## src/design/ktok_pkg.sv

```systemverilog
// Shared types and constants for the keyword tokenizer.
// Holds token kind codes, byte codes, the keyword table and the result word type.
// No dependencies.
package ktok_pkg;

  localparam int KW_NUM   = 17;
  localparam int KW_CHARS = 9;

  localparam logic [4:0] K_NUMBER   = 5'd0;
  localparam logic [4:0] K_IDENT    = 5'd1;
  localparam logic [4:0] K_KEYWORD0 = 5'd2;
  localparam logic [4:0] K_PLUS     = 5'd19;
  localparam logic [4:0] K_MINUS    = 5'd20;
  localparam logic [4:0] K_ASSIGN   = 5'd21;
  localparam logic [4:0] K_LESS     = 5'd22;
  localparam logic [4:0] K_END      = 5'd23;

  localparam logic [7:0] CH_NUL   = 8'h00;
  localparam logic [7:0] CH_PLUS  = 8'h2B;
  localparam logic [7:0] CH_MINUS = 8'h2D;
  localparam logic [7:0] CH_LESS  = 8'h3C;
  localparam logic [7:0] CH_ZERO  = 8'h30;
  localparam logic [7:0] CH_NINE  = 8'h39;
  localparam logic [7:0] CH_UP_A  = 8'h41;
  localparam logic [7:0] CH_UP_Z  = 8'h5A;
  localparam logic [7:0] CH_LO_A  = 8'h61;
  localparam logic [7:0] CH_LO_Z  = 8'h7A;

  // Keyword text is right-justified in each entry, first character highest.
  localparam logic [KW_CHARS*8-1:0] KW_TEXT [KW_NUM] = '{
    "ENTIER", "REEL", "CHAINE", "BOOLEEN", "SI", "ALORS", "SINON", "FIN",
    "POUR", "DE", "A", "FAIRE", "FONCTION", "RETOURNER", "AFFICHER",
    "VRAI", "FAUX"
  };

  localparam logic [3:0] KW_LEN [KW_NUM] = '{
    4'd6, 4'd4, 4'd6, 4'd7, 4'd2, 4'd5, 4'd5, 4'd3, 4'd4, 4'd2, 4'd1,
    4'd5, 4'd8, 4'd9, 4'd8, 4'd4, 4'd4
  };

  typedef struct packed {
    logic [4:0]  kind;
    logic [31:0] start;
    logic [15:0] length;
    logic        run_last;
  } res_t;

  typedef struct packed {
    logic valid;
    res_t res;
  } cand_t;

  // Returns character j of keyword k.
  function automatic logic [7:0] kw_char(int k, int j);
    logic [KW_CHARS*8-1:0] t;
    t = KW_TEXT[k] << (8 * (KW_CHARS - int'(KW_LEN[k])));
    return t[8*(KW_CHARS-1-j) +: 8];
  endfunction

endpackage

```

## src/design/keyword_tokenizer_top.sv

```systemverilog
// Keyword tokenizer: one source byte per word in, tokens out as kind, start and length.
// An accepted byte is registered at the input, and its result words in the result buffer.
// Throughput is one input word per cycle while each byte yields at most one token and
// out_ready_i stays high; a byte that yields two or three tokens holds the input until
// the three-entry result buffer, draining one word per cycle, is down to its last word.
// Reset (rst_ni low, asynchronous) returns the scanner to idle at offset zero.
// Depends on ktok_pkg.
module keyword_tokenizer_top import ktok_pkg::*; #(
  parameter int MaxKeywordLen = 9,
  parameter int PositionBits  = 32,
  parameter int LengthBits    = 16
) (
  input  logic        clk_i,
  input  logic        rst_ni,
  input  logic        in_valid_i,
  output logic        in_ready_o,
  input  logic [7:0]  ch_i,
  input  logic        last_i,
  output logic        out_valid_o,
  input  logic        out_ready_i,
  output logic [4:0]  kind_o,
  output logic [31:0] start_res_o,
  output logic [15:0] length_o,
  output logic        run_last_o
);

  localparam int KwIdxBits = $clog2(MaxKeywordLen);

  typedef enum logic [1:0] {
    MODE_IDLE,
    MODE_NUMBER,
    MODE_IDENT,
    MODE_LESS
  } mode_e;

  typedef logic [MaxKeywordLen-1:0][7:0] kwbuf_t;

  logic                    in_valid_q;
  logic [7:0]              ch_q;
  logic                    last_q;
  mode_e                   mode_q, mode_d;
  logic [PositionBits-1:0] pos_q, pos_d;
  logic [PositionBits-1:0] start_q, start_d;
  logic [LengthBits-1:0]   len_q, len_d;
  kwbuf_t                  kwbuf_q, kwbuf_d;
  logic                    ended_q, ended_d;
  res_t                    res_q [3];
  logic [1:0]              cnt_q;

  logic                    pop, free, proc, in_acc;
  logic [LengthBits-1:0]   len_inc;
  logic                    is_dig, is_alp;
  cand_t                   cand [4];
  res_t                    pk [4];
  logic [1:0]              n_res;

  function automatic logic [4:0] classify(logic [LengthBits-1:0] n, kwbuf_t b);
    logic [4:0] k;
    logic       hit;
    k = K_IDENT;
    for (int i = 0; i < KW_NUM; i++) begin
      hit = (n == LengthBits'(KW_LEN[i]));
      for (int j = 0; j < KW_CHARS; j++) begin
        if (j < int'(KW_LEN[i])) begin
          hit = hit & (b[j] == kw_char(i, j));
        end
      end
      if (hit) begin
        k = 5'(int'(K_KEYWORD0) + i);
      end
    end
    return k;
  endfunction

  function automatic cand_t flush_tok(mode_e m, logic [PositionBits-1:0] s,
                                      logic [LengthBits-1:0] n, kwbuf_t b);
    cand_t r;
    r.valid        = (m != MODE_IDLE);
    r.res.start    = 32'(s);
    r.res.length   = 16'(n);
    r.res.run_last = 1'b0;
    case (m)
      MODE_NUMBER: r.res.kind = K_NUMBER;
      MODE_IDENT:  r.res.kind = classify(n, b);
      MODE_LESS: begin
        r.res.kind   = K_LESS;
        r.res.length = 16'd1;
      end
      default:     r.res.kind = K_NUMBER;
    endcase
    return r;
  endfunction

  function automatic cand_t mk_tok(logic [4:0] k, logic [PositionBits-1:0] s,
                                   logic [15:0] n);
    cand_t r;
    r.valid        = 1'b1;
    r.res.kind     = k;
    r.res.start    = 32'(s);
    r.res.length   = n;
    r.res.run_last = 1'b0;
    return r;
  endfunction

  assign out_valid_o = (cnt_q != 2'd0);
  assign pop         = out_valid_o && out_ready_i;
  assign free        = (cnt_q == 2'd0) || ((cnt_q == 2'd1) && pop);
  assign proc        = in_valid_q && free;
  assign in_ready_o  = !in_valid_q || proc;
  assign in_acc      = in_valid_i && in_ready_o;

  assign kind_o      = res_q[0].kind;
  assign start_res_o = res_q[0].start;
  assign length_o    = res_q[0].length;
  assign run_last_o  = res_q[0].run_last;

  assign len_inc = (len_q == '1) ? len_q : len_q + LengthBits'(1);
  assign is_dig  = (ch_q >= CH_ZERO) && (ch_q <= CH_NINE);
  assign is_alp  = ((ch_q >= CH_UP_A) && (ch_q <= CH_UP_Z)) ||
                   ((ch_q >= CH_LO_A) && (ch_q <= CH_LO_Z));

  always_comb begin
    mode_d  = mode_q;
    pos_d   = pos_q;
    start_d = start_q;
    len_d   = len_q;
    kwbuf_d = kwbuf_q;
    ended_d = ended_q;
    for (int i = 0; i < 4; i++) begin
      cand[i] = '0;
    end
    if (!ended_q) begin
      if (ch_q == CH_NUL) begin
        cand[0] = flush_tok(mode_q, start_q, len_q, kwbuf_q);
        cand[3] = mk_tok(K_END, pos_q, 16'd0);
        mode_d  = MODE_IDLE;
        ended_d = 1'b1;
      end else begin
        if ((mode_q == MODE_LESS) && (ch_q == CH_MINUS)) begin
          cand[1] = mk_tok(K_ASSIGN, start_q, 16'd2);
          mode_d  = MODE_IDLE;
        end else if ((mode_q == MODE_NUMBER) && is_dig) begin
          len_d = len_inc;
        end else if ((mode_q == MODE_IDENT) && (is_dig || is_alp)) begin
          if (len_q < LengthBits'(MaxKeywordLen)) begin
            kwbuf_d[len_q[KwIdxBits-1:0]] = ch_q;
          end
          len_d = len_inc;
        end else begin
          cand[0] = flush_tok(mode_q, start_q, len_q, kwbuf_q);
          mode_d  = MODE_IDLE;
          if (is_dig) begin
            mode_d  = MODE_NUMBER;
            start_d = pos_q;
            len_d   = LengthBits'(1);
          end else if (is_alp) begin
            mode_d     = MODE_IDENT;
            start_d    = pos_q;
            len_d      = LengthBits'(1);
            kwbuf_d[0] = ch_q;
          end else if (ch_q == CH_PLUS) begin
            cand[1] = mk_tok(K_PLUS, pos_q, 16'd1);
          end else if (ch_q == CH_MINUS) begin
            cand[1] = mk_tok(K_MINUS, pos_q, 16'd1);
          end else if (ch_q == CH_LESS) begin
            mode_d  = MODE_LESS;
            start_d = pos_q;
            len_d   = LengthBits'(1);
          end
        end
        pos_d = pos_q + PositionBits'(1);
        if (last_q) begin
          cand[2] = flush_tok(mode_d, start_d, len_d, kwbuf_d);
          cand[3] = mk_tok(K_END, pos_d, 16'd0);
          mode_d  = MODE_IDLE;
          ended_d = 1'b1;
        end
      end
    end
  end

  always_comb begin
    n_res = 2'd0;
    for (int i = 0; i < 4; i++) begin
      pk[i] = '0;
    end
    for (int i = 0; i < 4; i++) begin
      if (cand[i].valid) begin
        pk[n_res] = cand[i].res;
        n_res     = n_res + 2'd1;
      end
    end
    for (int i = 0; i < 3; i++) begin
      pk[i].run_last = (2'(i) == (n_res - 2'd1));
    end
  end

  always_ff @(posedge clk_i or negedge rst_ni) begin
    if (!rst_ni) begin
      in_valid_q <= 1'b0;
      cnt_q      <= 2'd0;
      mode_q     <= MODE_IDLE;
      pos_q      <= '0;
      start_q    <= '0;
      len_q      <= '0;
      ended_q    <= 1'b0;
    end else begin
      if (in_acc) begin
        in_valid_q <= 1'b1;
      end else if (proc) begin
        in_valid_q <= 1'b0;
      end
      if (proc) begin
        cnt_q   <= n_res;
        mode_q  <= mode_d;
        pos_q   <= pos_d;
        start_q <= start_d;
        len_q   <= len_d;
        ended_q <= ended_d;
      end else if (pop) begin
        cnt_q <= cnt_q - 2'd1;
      end
    end
  end

  always_ff @(posedge clk_i) begin
    if (in_acc) begin
      ch_q   <= ch_i;
      last_q <= last_i;
    end
    if (proc) begin
      kwbuf_q <= kwbuf_d;
      for (int i = 0; i < 3; i++) begin
        res_q[i] <= pk[i];
      end
    end else if (pop) begin
      res_q[0] <= res_q[1];
      res_q[1] <= res_q[2];
    end
  end

`ifndef SYNTHESIS
  a_ended_idle: assert property (@(posedge clk_i) disable iff (!rst_ni)
    ended_q |-> (mode_q == MODE_IDLE))
    else $error("scanner not idle after end of source");

  a_single_is_last: assert property (@(posedge clk_i) disable iff (!rst_ni)
    (cnt_q == 2'd1) |-> res_q[0].run_last)
    else $error("final buffered word lacks run_last");

  a_stall_cause: assert property (@(posedge clk_i) disable iff (!rst_ni)
    (in_valid_q && !in_ready_o) |-> (cnt_q != 2'd0))
    else $error("input stalled with empty result buffer");

  a_end_marks: assert property (@(posedge clk_i) disable iff (!rst_ni)
    (out_valid_o && (kind_o == K_END)) |-> ended_q)
    else $error("end token offered before source ended");

  a_pending_len: assert property (@(posedge clk_i) disable iff (!rst_ni)
    (mode_q != MODE_IDLE) |-> (len_q != '0))
    else $error("pending token with zero length");
`endif

endmodule

```

## config.mk

```make
export PLATFORM = sky130hd
export DESIGN_NAME = keyword_tokenizer_top
export DESIGN_NICKNAME = d
export VERILOG_FILES = /design/src/design/ktok_pkg.sv /design/src/design/keyword_tokenizer_top.sv
export SDC_FILE = /design/constraint.sdc
export NUM_CORES = 1
export LEC_CHECK = 0
export BUFFER_PORTS_ARGS = -buffer_cell sky130_fd_sc_hd__buf_4
export CAP_MARGIN = 20
export CORE_AREA = 2 2 310 235
export DETAILED_ROUTE_END_ITERATION = 8
export DIE_AREA = 0 0 312 237
export SLEW_MARGIN = 5
export SYNTH_ARGS = -nofsm -noshare
export SYNTH_HDL_FRONTEND = slang
export SYNTH_SLANG_ARGS = --single-unit
```

## constraint.sdc

```tcl
create_clock -name clk_i -period 5.85 [get_ports clk_i]
set_input_delay 0.585 -clock clk_i [delete_from_list [all_inputs] [get_ports clk_i]]
set_output_delay 0.585 -clock clk_i [all_outputs]
set_load 0.05 [all_outputs]
```

### Yosys cells after proc, flatten, opt, wreduce, memory -nomap -nowiden

Memory sizes are Yosys's and may differ from the RTL's.
Cells that the tools add are included.
Widths: inputs -> output; s select.

| cells by class | value |
|---|---|
| reductions and logical operators | 29 |
| equal/unequal tests | 130 |
| bitwise logic cells | 239 |
| multiplexer cells | 1205 |
| add/subtract/negate cells | 7 |
| order comparisons | 15 |

Operators by type and width:

| kind | number |
|---|---|
| $mux 1 | 1073 |
| $eq 8x7->1 const B | 100 |
| $bwmux 216 | 3 |
| $mux 216 | 3 |
| $mux 110 | 4 |
| $mux 55 | 8 |
| $mux 72 | 5 |
| $demux 54 s2 | 3 |
| $mux 54 | 6 |
| $mux 32 | 8 |
| $mux 5 | 48 |
| $and 1x1->1 | 232 |
| $mux 220 | 1 |
| $mux 16 | 13 |
| $eq 16x3->1 const B | 8 |
| $bwmux 72 | 1 |
| $eq 16x2->1 const B | 4 |
| $eq 16x4->1 const B | 4 |
| $mux 64 | 1 |
| $mux 2 | 20 |
| $add 32x1->32 const B | 1 |
| $demux 8 s4 | 1 |
| $eq 16x1->1 const B | 2 |
| $mux 8 | 4 |
| other kinds (30) | 72 |

| word-level totals | value |
|---|---|
| register bits after elaboration | 167 |
| bits of input ports | 13 |
| memories | 1 |
| memory bits (writable) | 162 |

Memories:

| name | words | width | read ports | clocked after Yosys merged registers in | write ports | RTL line | text |
|---|---|---|---|---|---|---|---|
| res_q | 3 | 54 | 3 | 0 | 3 | keyword_tokenizer_top.sv:47 | `res_t res_q [3];` |

### Logic depth before layout (Yosys ltp)

Gate-level depths: netlist of run 1.

| depth | value |
|---|---|
| depth in word-level cells | 89 |
| mapped depth | 21 |

### Worst setup path after synthesis of run 1

No wires, ideal clock.

| timing path | value |
|---|---|
| path kind | register to register |
| start | register ch_q[2] |
| end | memory res_q[1][10] (netlist name) (data pin) |
| required time | 5.584 ns |
| path buffers | 8 |
| arrival time | 4.382 ns |
| setup slack | 1.202 ns |
| stages on the path, launching flop included | 22 |
| cells stage by stage | edfxtp_1 buf_2 or2_1 buf_2 o311a_2 a21boi_2 buf_2 o211ai_1 clkinv_1 clkbuf_1 buf_1 ha_1 o21ai_0 inv_1 ha_1 clkbuf_1 nand2_1 nand3_1 or2_2 clkbuf_1 clkbuf_1 nor2_1 |

RTL lines:

| what | RTL line | text |
|---|---|---|
| from (decl) | keyword_tokenizer_top.sv:39 | `logic [7:0] ch_q;` |
| from (signal assigned) | keyword_tokenizer_top.sv:228 | `ch_q <= ch_i;` |
| to (decl) | keyword_tokenizer_top.sv:47 |  |

==> out/results.md, run 1 <==
| Stage | Metric | Reported |
| --- | --- | --- |
| status | Run status | complete, no violations |
| worst hold path | Worst min-delay path category | in2reg |
| setup path | Crit path kind | reg2reg |
| setup path | Data arrival time of the critical path | 5.48 ns |
| setup path | FF-to-FF Start | len_q[0] |
| synth | Most frequent cell after synthesis | sky130_fd_sc_hd__nand2_1 |
| floorplan | Overall die area | 73,900 µm² |
| global routing | Number of antenna violations at the first check in global routing | 4 |
| placed design | Instance area at placement | 22,400 µm² |
| pwr | Switching power share of the total | 37.8% |
| timing | Highest attainable clock frequency | 195 MHz |
| floorplan | Number of primary I/O pins | 69 |
| global routing | First-pass GRT wire length | 123,000 µm |
| timing | Transition time at the pin with the least slew margin | 1.14 ns |
| worst hold path | End of the worst hold path | ch_q[6] |
| pwr | Portion of total power attributed to the clock network | 30.6% |
| timing | Worst slew slack as a fraction of its limit | 23.6% |
| synth | Area of the mapped netlist | 21,100 µm² |
| timing | Min cycle time layout | 5.13 ns |
| timing | Post-Route Skew | 0.0427 ns |
| synth | Fraction of synthesized cell area taken by the top area cell type | 34.5% |
| floorplan | CORE AREA | 71,000 µm² |
| floorplan | Effective utilization at floorplan | 29.8% |
| timing | Final-report max-slew violation count | 0 |
| clocking | Root cell of the clock tree | sky130_fd_sc_hd__clkbuf_16 |
| setup path | Capturing element type of the critical path | register |
| clocking | Number of clock buffers inserted by TritonCTS | 40 |
| synth | Number of different library cells in the post-synthesis netlist | 107 |
| pwr | Power Total | 0.00851 W |
| clocking | TritonCTS clock tree | built |
| placed design | HPWL after DPL | 61,200 µm |
| clocking | Clock sink total | 329 |
| placed design | Count of input and output buffers | 68 |
| timing | Minimum hold slack | 0.159 ns |
| setup path | Setup slack of the worst register-to-register path | 0.72 ns |
| setup path | Critical-path maximum fanout | 11 |
| clocking | Clk_lat worst skew | 0.61 ns |
| synth | Ys Warns | 0 |
| synth | Yosys top cell by area | sky130_fd_sc_hd__edfxtp_1 |
| global routing | Global route total overflow | 0 |
| clocking | CTS H-tree depth | 2 |
| floorplan | Horizontal die dimension | 312 µm |
| synth | Net count after synthesis | 2,342 |
| clocking | Number of buffers between clock root and the deepest sink | 3 |
| route | Antenna violation net count after detailed routing | 0 |
| pwr | Sequential fraction of design power | 41.0% |
| clocking | CTS clk-pin slew, worst paths | 0.06 ns |
| global routing | GRT Total Usage | 22.2% |
| pwr | Internal power | 0.00530 W |
| synth | Register bit total from synthesis | 329 |
| final layout | Area growth from synthesis to layout | 12.3% |
| route | Post-detailed-routing wire length | 84,100 µm |
| final layout | Share of layout cells above drive strength 1 | 15.7% |
| timing | Crit share post-route | 87.7% |
| clocking | Post_cts resized | 0 |
| floorplan | Die height | 237 µm |
| timing | Setup TNS | 0 ns |
| pwr | Areal power density over the cells | 359 nW/µm² |
| synth | Post-synthesis instance total | 2,315 |
| route | Wire per inst | 25.7 µm |
| timing | Final-report hold violation count | 0 |
| synth | Synthesized area per cell | 9.13 µm² |
| route | Post-detailed-route DRC marker count | 0 |
| final layout | Net count, final | 2,308 |
| synth | Largest cells by area after synthesis | sky130_fd_sc_hd__edfxtp_1 35%, sky130_fd_sc_hd__dfrtp_1 10%, sky130_fd_sc_hd__nand2_1 6.3% |
| route | Average vias per placed instance | 5.76 |
| worst hold path | Beginning of the worst hold path | ch_i[6] |
| placed design | GPL Wtd Cong | 0.979 |
| synth | Number of flops mapped to enable cells by yosys | 243 |
| synth | Post-synthesis sequential area ratio | 44.7% |
| timing | Final number of setup-violating endpoints | 0 |
| pwr | Relative contribution of combinational cells to total power | 28.4% |
| timing | Setup repair after global routing missed its margin | no |
| pwr | Worst ir drop on vdd | 207 µV |
| global routing | Vias in the first global route | 17,500 |
| synth | Most frequently used flop master after synthesis | sky130_fd_sc_hd__edfxtp_1 |
| setup path | Type of element launching the critical path | register |
| route | Iter 0 DRT Violations | 2,015 |
| worst hold path | Number of cells traversed by the worst hold path | 1 |
| synth | Most numerous cell types in the synthesized netlist | 352 x sky130_fd_sc_hd__nand2_1, 243 x sky130_fd_sc_hd__edfxtp_1, 209 x sky130_fd_sc_hd__o21ai_0 |
| flow run | Max-cap check violation count | 0 |
| pwr | Static leakage power | 8.08 nW |
| floorplan | Number of rows created at floorplan | 85 |
| route | Pre-Repair DR Iteration Count | 6 |
| setup path | Worst-case reg-to-reg path depth | 13 |
| setup path | Worst Path Required | 6.20 ns |
| synth | Share of flip-flops with an asynchronous set or reset after synthesis | 26.1% |
| route | Via Count | 18,800 |
| setup path | Capturing point of the worst reg2reg path | res_q[0][49] |
| final layout | Final design instance area without fill | 23,700 µm² |
| pwr | Switching power total | 0.00321 W |
| global routing | Largest net degree at the start of global routing | 80 |
routing by layer:
metal  track usage, %  up-vias  part of all wire [%]
met5                0        -                     0
met4             3.98        0                   1.6
met3             4.83       90                   8.2
met2             30.7      827                    40
met1             34.9     9488                    50
li1                 -     8433                     -
worst max-delay path: stages (launching register included):
cell                        delay (ns)
sky130_fd_sc_hd__dfrtp_1          0.50
sky130_fd_sc_hd__inv_1            0.28
sky130_fd_sc_hd__ha_1             0.43
sky130_fd_sc_hd__and3b_1          0.24
sky130_fd_sc_hd__or4b_2           0.69
sky130_fd_sc_hd__or4_1            0.66
sky130_fd_sc_hd__nor4_1           0.54
sky130_fd_sc_hd__nor4_1           0.18
sky130_fd_sc_hd__nand2_1          0.10
sky130_fd_sc_hd__nor4_1           0.07
sky130_fd_sc_hd__buf_4            0.19
sky130_fd_sc_hd__a2111oi_0        0.74
sky130_fd_sc_hd__nor2_1           0.11
sky130_fd_sc_hd__o31a_1           0.14
kinds of logic after synthesis:
family          after synthesis  synth area share, %
fa+ha+maj                    14                0.829
mux                         120                 6.20
xor+xnor                     63                 2.61
flops                       329                 44.7
simple gates                952                 22.3
compound gates              574                 17.3
buf+inv                     263                 6.05
power by group through the flow:
| stage | logic [W] | registers (W) | clock network [W] |
|---|---|---|---|
| after floorplan | 0.00179 | 0.00346 | 0 |
| after global placement | 0.00242 | 0.00352 | 0 |
| after detailed placement | 0.00243 | 0.00353 | 0 |
| after CTS | 0.00243 | 0.00349 | 0.00266 |
| after global routing | 0.00256 | 0.00354 | 0.00274 |
| final | 0.00241 | 0.00349 | 0.00261 |
area by class of cell:
cell class / count / area [µm²]
clock inverters: 23 / 287
diodes: 4 / 10.0
clock buffers: 49 / 1050
well taps: 957 / 1200
flip-flops and latches: 329 / 9450
multi-input cells: 1723 / 10500
fillers: 7327 / 47300
inverters: 37 / 140
repair buffers: 150 / 1140
registers in the layout, summed over array words and instances (netlist names):
| name | flops |
|---|---|
| kwbuf_q | 72 |
| ended_q | 1 |
| ch_q | 8 |
| last_q | 1 |
| mode_q | 2 |
| pos_q | 32 |
| in_valid_q | 1 |
| res_q | 162 |
| len_q | 16 |
| cnt_q | 2 |
| start_q | 32 |
per-stage QoR:
| step | setup WS (ns) | util, % | instances |
|---|---|---|---|
| after detailed placement | 0.753 | 31.5 | 3194 |
| after CTS | 0.729 | 33.4 | 3267 |
| after floorplan | 1.20 | - | 2315 |
| after global placement | 0.659 | 31.5 | 3192 |
| final | 0.717 | 33.4 | 3272 |
| after global routing | 0.368 | 33.4 | 3268 |
timing repair:
action | CTS | global route
hold buffers | 1 | 0
buffers inserted | 0 | 0
hold endpoints to repair | 32 | 0
how the worst max path moves through the flow:
| stage | start | endpoint | slack (ns) | depth (start not counted) |
|---|---|---|---|---|
| after floorplan | ch_q[2] | res_q[1][10] | 1.20 | 21 |
| after global placement | len_q[0] | res_q[0][51] | 0.66 | 14 |
| after detailed placement | len_q[0] | res_q[0][105] | 0.75 | 14 |
| after CTS | len_q[0] | res_q[0][105] | 0.73 | 14 |
| after global routing | len_q[0] | res_q[0][53] | 0.37 | 14 |
| final | len_q[0] | res_q[0][49] | 0.72 | 13 |
cells in the final DEF (no fill, tap or decap), drive strengths merged, types with 24 or more instances in the layout:
master and n:
a211oi 25, a21oi 93, a22o 29, a22oi 35, buf 148, clkbuf 50, dfrtp 86, edfxtp 243
inv 38, mux2 78, mux2i 42, nand2 353, nand3 97, nand4 26, nor2 182, nor3 58
nor4 40, o211ai 27, o21ai 215, o22ai 34, or3 24, xnor2 35, xor2 28
(Power assumes the default switching activity.)
==> run 2, diff against run 1 <==
- CORE_AREA: 2 2 310 235 -> 2 2 272 207
- CTS_CLUSTER_SIZE: default -> 30
- DIE_AREA: 0 0 312 237 -> 0 0 274 209
==> run 2 against run 1 <==
Against the previous run:
- global-route usage grew 6.0 points
- wire length shrank 3.0%
- register-to-register slack lost 0.34 ns
- combinational power is essentially flat
- critical endpoint is now res_q[1][51]
- largest power group unchanged
==> out/results.md, run 2 (synthesis results as in run 1) <==
| Stage | Metric | Reported | Change |
| --- | --- | --- | --- |
| final layout | Share of layout cells above drive strength 1 | 15.6% | was 15.7% |
| final layout | Storage element area | 9450 µm² | unchanged |
| route | Wire per inst | 26.8 µm | was 25.7 µm |
| clocking | Root cell of the clock tree | sky130_fd_sc_hd__clkbuf_16 | unchanged |
| final layout | Net count, final | 2,304 | was 2,308 |
| timing | Post-Route Skew | 0.0270 ns | was 0.0427 ns |
| timing | Final-report hold violation count | 0 | unchanged |
| placed design | Instance area at placement | 22,100 µm² | was 22,400 µm² |
| floorplan | Number of primary I/O pins | 69 | unchanged |
| route | Antenna violation net count after detailed routing | 0 | unchanged |
| final layout | Leading registers by flop count | res_q x162, kwbuf_q x72 | unchanged |
| global routing | Number of antenna violations at the first check in global routing | 3 | was 4 |
| final layout | Area growth from synthesis to layout | 11.0% | was 12.3% |
| route | Average vias per placed instance | 6.15 | was 5.76 |
| global routing | First-pass GRT wire length | 119,000 µm | was 123,000 µm |
| timing | Final WS setup | 0.375 ns | was 0.717 ns |
| setup path | Worst-case reg-to-reg path depth | 14 | was 13 |
| final layout | Leading cell types in the layout, fill and taps excluded | 350 x sky130_fd_sc_hd__nand2_1, 243 x sky130_fd_sc_hd__edfxtp_1, 209 x sky130_fd_sc_hd__o21ai_0, 173 x sky130_fd_sc_hd__nor2_1, 145 x sky130_fd_sc_hd__buf_4 | unchanged |
| worst hold path | Worst min-delay path category | in2reg | unchanged |
| final layout | # fillers | 5,445 | was 7,327 |
| timing | Min cycle time layout | 5.48 ns | was 5.13 ns |
| final layout | Leading cell type in the layout, fill and taps excluded | sky130_fd_sc_hd__nand2_1 | unchanged |
| timing | Final number of setup-violating endpoints | 0 | unchanged |
| setup path | Critical-path maximum fanout | 12 | was 11 |
| floorplan | CORE AREA | 55,000 µm² | was 71,000 µm² |
| final layout | Most flops, register | res_q | unchanged |
| setup path | Worst Path Required | 6.26 ns | was 6.20 ns |
| flow run | Max-cap check violation count | 0 | unchanged |
| placed design | Count of input and output buffers | 68 | unchanged |
| pwr | Switching power total | 0.00309 W | was 0.00321 W |
| setup path | Capturing point of the worst reg2reg path | res_q[1][51] | was res_q[0][49] |
| timing | Setup TNS | 0 ns | unchanged |
| pwr | Power Total | 0.00849 W | was 0.00851 W |
| setup path | Setup slack of the worst register-to-register path | 0.37 ns | was 0.72 ns |
| clocking | TritonCTS clock tree | built | unchanged |
| clocking | Number of buffers between clock root and the deepest sink | 3 | unchanged |
| floorplan | Overall die area | 57,300 µm² | was 73,900 µm² |
| global routing | Global route total overflow | 0 | unchanged |
| pwr | Areal power density over the cells | 362 nW/µm² | was 359 nW/µm² |
| clocking | Clock sink total | 329 | unchanged |
| route | Iter 0 DRT Violations | 2,662 | was 2,015 |
| route | Via Count | 18,700 | was 18,800 |
| setup path | Capturing element type of the critical path | register | unchanged |
| timing | Worst slew slack as a fraction of its limit | 20.7% | was 23.6% |
| pwr | Internal power | 0.00540 W | was 0.00530 W |
| final layout | Combined area of the multi-input logic cells | 10,500 µm² | about the same |
| worst hold path | End of the worst hold path | last_q | was ch_q[6] |
| global routing | Vias in the first global route | 17,400 | was 17,500 |
| timing | Final-report max-slew violation count | 0 | unchanged |
| placed design | GPL Wtd Cong | 1.03 | was 0.979 |
| clocking | CTS H-tree depth | 2 | unchanged |
| placed design | HPWL after DPL | 59,600 µm | was 61,200 µm |
| timing | Transition time at the pin with the least slew margin | 1.17 ns | was 1.14 ns |
| pwr | Switching power share of the total | 36.4% | was 37.8% |
| floorplan | Die height | 209 µm | was 237 µm |
| route | Post-detailed-route DRC marker count | 0 | unchanged |
| global routing | Met2 track demand over resource in global routing | 35.8% | was 30.7% |
| setup path | Data arrival time of the critical path | 5.88 ns | was 5.48 ns |
| worst hold path | Number of cells traversed by the worst hold path | 1 | unchanged |
| floorplan | Number of rows created at floorplan | 75 | was 85 |
| global routing | Met1 usage in global routing | 44.8% | was 34.9% |
| global routing | Largest net degree at the start of global routing | 66 | was 80 |
| route | Pre-Repair DR Iteration Count | 6 | unchanged |
| setup path | Crit path kind | reg2reg | unchanged |
| final layout | Final design instance area without fill | 23,500 µm² | was 23,700 µm² |
| worst hold path | Beginning of the worst hold path | last_i | was ch_i[6] |
| timing | Minimum hold slack | 0.199 ns | was 0.159 ns |
| status | Run status | complete, no violations | unchanged |
| clocking | Post_cts resized | 0 | unchanged |
| pwr | Relative contribution of combinational cells to total power | 28.2% | was 28.4% |
| clocking | Clk_lat worst skew | 0.58 ns | was 0.61 ns |
| timing | Highest attainable clock frequency | 183 MHz | was 195 MHz |
| placed design | Worst setup slack after placement | 0.489 ns | was 0.753 ns |
| floorplan | Effective utilization at floorplan | 38.4% | was 29.8% |
| floorplan | Horizontal die dimension | 274 µm | was 312 µm |
| clocking | Number of clock buffers inserted by TritonCTS | 38 | was 40 |
| timing | Crit share post-route | 93.6% | was 87.7% |
| final layout | Number of flip-flops under the largest register name | 162 | unchanged |
| global routing | GRT busiest layer | met1 | unchanged |
| route | Post-detailed-routing wire length | 81,600 µm | was 84,100 µm |
| pwr | Worst ir drop on vdd | 323 µV | was 207 µV |
| global routing | Global-route met3 utilization | 9.41% | was 4.83% |
| global routing | GRT Total Usage | 28.2% | was 22.2% |
| setup path | FF-to-FF Start | len_q[0] | unchanged |
| pwr | Sequential fraction of design power | 40.7% | was 41.0% |
| timing | Setup repair after global routing missed its margin | no | unchanged |
| pwr | Portion of total power attributed to the clock network | 31.2% | was 30.6% |
| clocking | CTS clk-pin slew, worst paths | 0.06 ns | about the same |
| setup path | Type of element launching the critical path | register | unchanged |
| pwr | Static leakage power | 8.09 nW | was 8.08 nW |
## run 2: cell count changes in the layout (fill, tap and decap cells not counted), moves of 2 or more
cell and delta:
sky130_fd_sc_hd__clkinvlp_4 -4, sky130_fd_sc_hd__clkinv_2 -4, sky130_fd_sc_hd__bufinv_16 +3, sky130_fd_sc_hd__diode_2 -3, sky130_fd_sc_hd__clkbuf_1 -3, sky130_fd_sc_hd__clkbuf_8 +2
sky130_fd_sc_hd__clkinv_1 +3, sky130_fd_sc_hd__clkinv_4 +2
## run 2: repair_timing
action	in CTS	in global routing
hold endpoints to repair	21	0
buffers inserted	0	0
hold buffers	1	0
## run 2: how the worst max path moves through the flow
stage / start / to / depth (start not counted)
2_1_floorplan: ch_q[2] / res_q[1][10] / 21
3_3_place_gp: len_q[0] / res_q[0][49] / 13
3_5_place_dp: len_q[0] / res_q[0][51] / 13
4_1_cts: len_q[0] / res_q[0][51] / 13
5_1_grt: len_q[0] / res_q[1][51] / 14
6_report: len_q[0] / res_q[1][51] / 14
## run 2: area by class of cell
class,count,area share [%]
Antenna cell,1,0.0107
Tap cell,731,3.90
Clock inverter,23,1.39
Multi-Input combinational cell,1723,44.6
Inverter,37,0.597
Clock buffer,47,4.46
Sequential cell,329,40.3
Timing Repair Buffer,148,4.75
## run 2: critical path, cell delays in order (launching register included)
cell and delay, ns:
sky130_fd_sc_hd__dfrtp_1 0.49, sky130_fd_sc_hd__inv_1 0.27, sky130_fd_sc_hd__ha_1 0.41, sky130_fd_sc_hd__or3b_2 0.48, sky130_fd_sc_hd__nor4_1 0.70, sky130_fd_sc_hd__mux2i_1 0.32
sky130_fd_sc_hd__nor2_4 0.42, sky130_fd_sc_hd__buf_4 0.27, sky130_fd_sc_hd__o21ai_0 0.25, sky130_fd_sc_hd__a211o_1 0.33, sky130_fd_sc_hd__or4_1 0.53, sky130_fd_sc_hd__o211ai_1 0.18
sky130_fd_sc_hd__a221o_1 0.21, sky130_fd_sc_hd__o22ai_1 0.14, sky130_fd_sc_hd__o31ai_1 0.29
## run 2: power groups by stage
stage / logic [W] / clock network, W / registers (W)
floorplan: 0.00179 / 0 / 0.00346
global placement: 0.00237 / 0 / 0.00348
detailed placement: 0.00238 / 0 / 0.00350
CTS: 0.00238 / 0.00269 / 0.00346
global route: 0.00253 / 0.00277 / 0.00351
finish: 0.00239 / 0.00264 / 0.00345
## run 2: per-layer routing
metal	share of wire [%]	vias to the layer above
li1	-	8407
met1	48	9193
met2	38	998
met3	12	105
met4	2.1	0
met5	0	-
## run 2: metrics by stage
| stage | utilization (%) | instances |
|---|---|---|
| final | 42.7 | 3039 |
| after global routing | 42.7 | 3038 |
| after CTS | 42.6 | 3036 |
| after detailed placement | 40.1 | 2965 |
| after global placement | 40.1 | 2964 |
| after floorplan | - | 2315 |
==> run 3, diff against run 2 <==
- clock period: 5.85 -> 5.2 ns (I/O delays scaled with it)
==> run 3 against run 2 <==
Against the previous run:
- first-iteration DRC count grew 2.5%
- cell area grew 0.29%
- fmax up 7.5%
- count of clock-buffer cells in the layout is 5 higher
- clock power barely moved
- critical path depth decreased by 2
- total power grew 9.1%
- utilization is 0.12 points higher
- cell count grew 0.59%
- critical endpoint is now res_q[0][49]
==> out/results.md, run 3 (synthesis results as in run 1) <==
| Stage | Metric | Reported | Change |
| --- | --- | --- | --- |
| pwr | Static leakage power | 8.15 nW | was 8.09 nW |
| placed design | Cell count after placement | 2,990 | was 2,965 |
| route | Post-detailed-routing wire length | 80,100 µm | was 81,600 µm |
| global routing | Largest net degree at the start of global routing | 155 | was 66 |
| route | Wire per inst | 26.2 µm | was 26.8 µm |
| timing | Final number of setup-violating endpoints | 0 | unchanged |
| floorplan | Die height | 209 µm | unchanged |
| final layout | N_diodes | 0 | was 1 |
| final layout | Most flops, register | res_q | unchanged |
| route | Post-detailed-route DRC marker count | 0 | unchanged |
| route | Iter 0 DRT Violations | 2,728 | was 2,662 |
| placed design | GPL Wtd Cong | 1.04 | was 1.03 |
| placed design | Worst setup slack after placement | -0.343 ns | was 0.489 ns |
| global routing | Global route total overflow | 0 | unchanged |
| clocking | Number of buffers inserted to repair setup after CTS | 0 | unchanged |
| clocking | Clk_lat worst skew | 0.59 ns | was 0.58 ns |
| setup path | Crit path kind | reg2reg | unchanged |
| final layout | Final standard cell count with taps included and fillers excluded | 3,057 | was 3,039 |
| final layout | Leading cell type in the layout, fill and taps excluded | sky130_fd_sc_hd__nand2_1 | unchanged |
| global routing | First-pass GRT wire length | 118,000 µm | was 119,000 µm |
| timing | Setup repair after global routing missed its margin | no | unchanged |
| route | Antenna violation net count after detailed routing | 0 | unchanged |
| timing | Final-report max-slew violation count | 0 | unchanged |
| global routing | Vias in the first global route | 17,400 | about the same |
| flow run | Max-cap check violation count | 0 | unchanged |
| pwr | Power Total | 0.00926 W | was 0.00849 W |
| setup path | Critical-path maximum fanout | 7 | was 12 |
| clocking | Number of buffers between clock root and the deepest sink | 3 | unchanged |
| timing | Min cycle time layout | 5.10 ns | was 5.48 ns |
| pwr | Areal power density over the cells | 394 nW/µm² | was 362 nW/µm² |
| clocking | Root cell of the clock tree | sky130_fd_sc_hd__clkbuf_16 | unchanged |
| placed design | Count of input and output buffers | 68 | unchanged |
| route | Via Count | 19,100 | was 18,700 |
| timing | Highest attainable clock frequency | 196 MHz | was 183 MHz |
| timing | Final-report hold violation count | 0 | unchanged |
| setup path | Data arrival time of the critical path | 5.44 ns | was 5.88 ns |
| floorplan | Number of rows created at floorplan | 75 | unchanged |
| clocking | CTS H-tree depth | 2 | unchanged |
| final layout | Leading cell types in the layout, fill and taps excluded | 350 x sky130_fd_sc_hd__nand2_1, 243 x sky130_fd_sc_hd__edfxtp_1, 209 x sky130_fd_sc_hd__o21ai_0, 173 x sky130_fd_sc_hd__nor2_1, 166 x sky130_fd_sc_hd__buf_4 | was 350 x sky130_fd_sc_hd__nand2_1, 243 x sky130_fd_sc_hd__edfxtp_1, 209 x sky130_fd_sc_hd__o21ai_0, 173 x sky130_fd_sc_hd__nor2_1, 145 x sky130_fd_sc_hd__buf_4 |
| global routing | GRT Total Usage | 27.5% | was 28.2% |
| placed design | HPWL after DPL | 57,600 µm | was 59,600 µm |
| clocking | Clock sink total | 329 | unchanged |
| final layout | Area growth from synthesis to layout | 11.3% | was 11.0% |
| floorplan | Number of primary I/O pins | 69 | unchanged |
| timing | Transition time at the pin with the least slew margin | 1.16 ns | was 1.17 ns |
| final layout | Share of layout cells above drive strength 1 | 16.3% | was 15.6% |
| clocking | Number of clock buffers inserted by TritonCTS | 37 | was 38 |
| final layout | Net count, final | 2,326 | was 2,304 |
| final layout | Number of flip-flops under the largest register name | 162 | unchanged |
| timing | Post-Route Skew | 0.0345 ns | was 0.0270 ns |
| floorplan | Horizontal die dimension | 274 µm | unchanged |
| worst hold path | Worst min-delay path category | in2reg | unchanged |
| floorplan | Overall die area | 57,300 µm² | unchanged |
| route | Pre-Repair DR Iteration Count | 5 | was 6 |
| floorplan | CORE AREA | 55,000 µm² | unchanged |
| setup path | Capturing element type of the critical path | register | unchanged |
| timing | Final WS setup | 0.105 ns | was 0.375 ns |
| clocking | CTS clk-pin slew, worst paths | 0.07 ns | was 0.06 ns |
| final layout | Util after Layout | 42.8% | was 42.7% |
| pwr | Worst ir drop on vdd | 670 µV | was 323 µV |
| timing | Setup TNS | 0 ns | unchanged |
| floorplan | Effective utilization at floorplan | 38.4% | unchanged |
| timing | Worst slew slack as a fraction of its limit | 21.6% | was 20.7% |
| global routing | Number of antenna violations at the first check in global routing | 2 | was 3 |
| timing | Crit share post-route | 98.0% | was 93.6% |
| route | Average vias per placed instance | 6.24 | was 6.15 |
| final layout | Leading registers by flop count | res_q x162, kwbuf_q x72 | unchanged |
| status | Run status | complete, no violations | unchanged |
| clocking | TritonCTS clock tree | built | unchanged |
| setup path | Worst Path Required | 5.54 ns | was 6.26 ns |
| setup path | Type of element launching the critical path | register | unchanged |
## run 3: cell types whose count changed in the layout (fill, tap and decap cells not counted), sizes merged
cell,previous run,this run
buf,147,170
clkinv,12,11
diode,1,0
bufinv,7,2
clkbuf,47,52
inv,39,36
## run 3: layout make-up
type,instances,area [µm²]
Fill cell,5380,31500
Multi-Input combinational cell,1723,10500
Sequential cell,329,9450
Timing Repair Buffer,171,1330
Clock buffer,52,1040
Tap cell,731,915
Clock inverter,14,148
Inverter,37,140
## run 3: critical path, cell delays in order, from the launching register on
cell and delay [ns]:
sky130_fd_sc_hd__dfrtp_1 0.45, sky130_fd_sc_hd__or4_1 0.78, sky130_fd_sc_hd__nor3_4 0.51, sky130_fd_sc_hd__nand3_1 0.38, sky130_fd_sc_hd__nor4_1 0.45, sky130_fd_sc_hd__buf_4 0.20
sky130_fd_sc_hd__o22ai_1 0.10, sky130_fd_sc_hd__nor4_1 0.62, sky130_fd_sc_hd__nand4_1 0.26, sky130_fd_sc_hd__nor4_1 0.43, sky130_fd_sc_hd__a21oi_1 0.13, sky130_fd_sc_hd__and3_1 0.26
sky130_fd_sc_hd__o31a_1 0.28
## run 3: worst paths after layout
path	from	endpoint	slack [ns]	depth (start not counted)
min in group asynchronous	rst_ni	start_q[10]	0.40	2
setup reg to reg	len_q[8]	res_q[0][49]	0.10	12
hold reg to reg	res_q[1][1]	res_q[0][55]	0.52	2
setup / recovery	len_q[8]	res_q[0][49]	0.10	12
max in group asynchronous	rst_ni	start_q[4]	3.56	3
hold / removal	ch_i[5]	ch_q[5]	0.14	1
## run 3: per-stage QoR
stage	hold slack (ns)	area, µm²
CTS	0.114	23500
detailed placement	0.458	22300
global route	0.121	23500
global placement	0.457	22300
finish	0.137	23500
floorplan	0.224	21100
## run 3: per-layer routing
metal,track usage [%],share of wire (%),vias to the layer above
met3,7.71,12,103
met5,0,0,-
met4,6.32,1.9,0
li1,-,-,8457
met2,34.8,38,1119
met1,44.6,48,9383
## run 3: repair_timing
item,CTS,global route
endpoints found under the setup margin,6,14
endpoints found under the hold margin,24,0
gates resized for setup,3,7
hold buffers,1,0
gates cloned,0,0
## run 3: power breakdown
part / internal, W / leakage, nW / switching [W]
Combinational: 0.000629 / 4.22 / 0.00208
Clock: 0.00151 / 0.578 / 0.00113
Sequential: 0.00367 / 3.35 / 0.000240
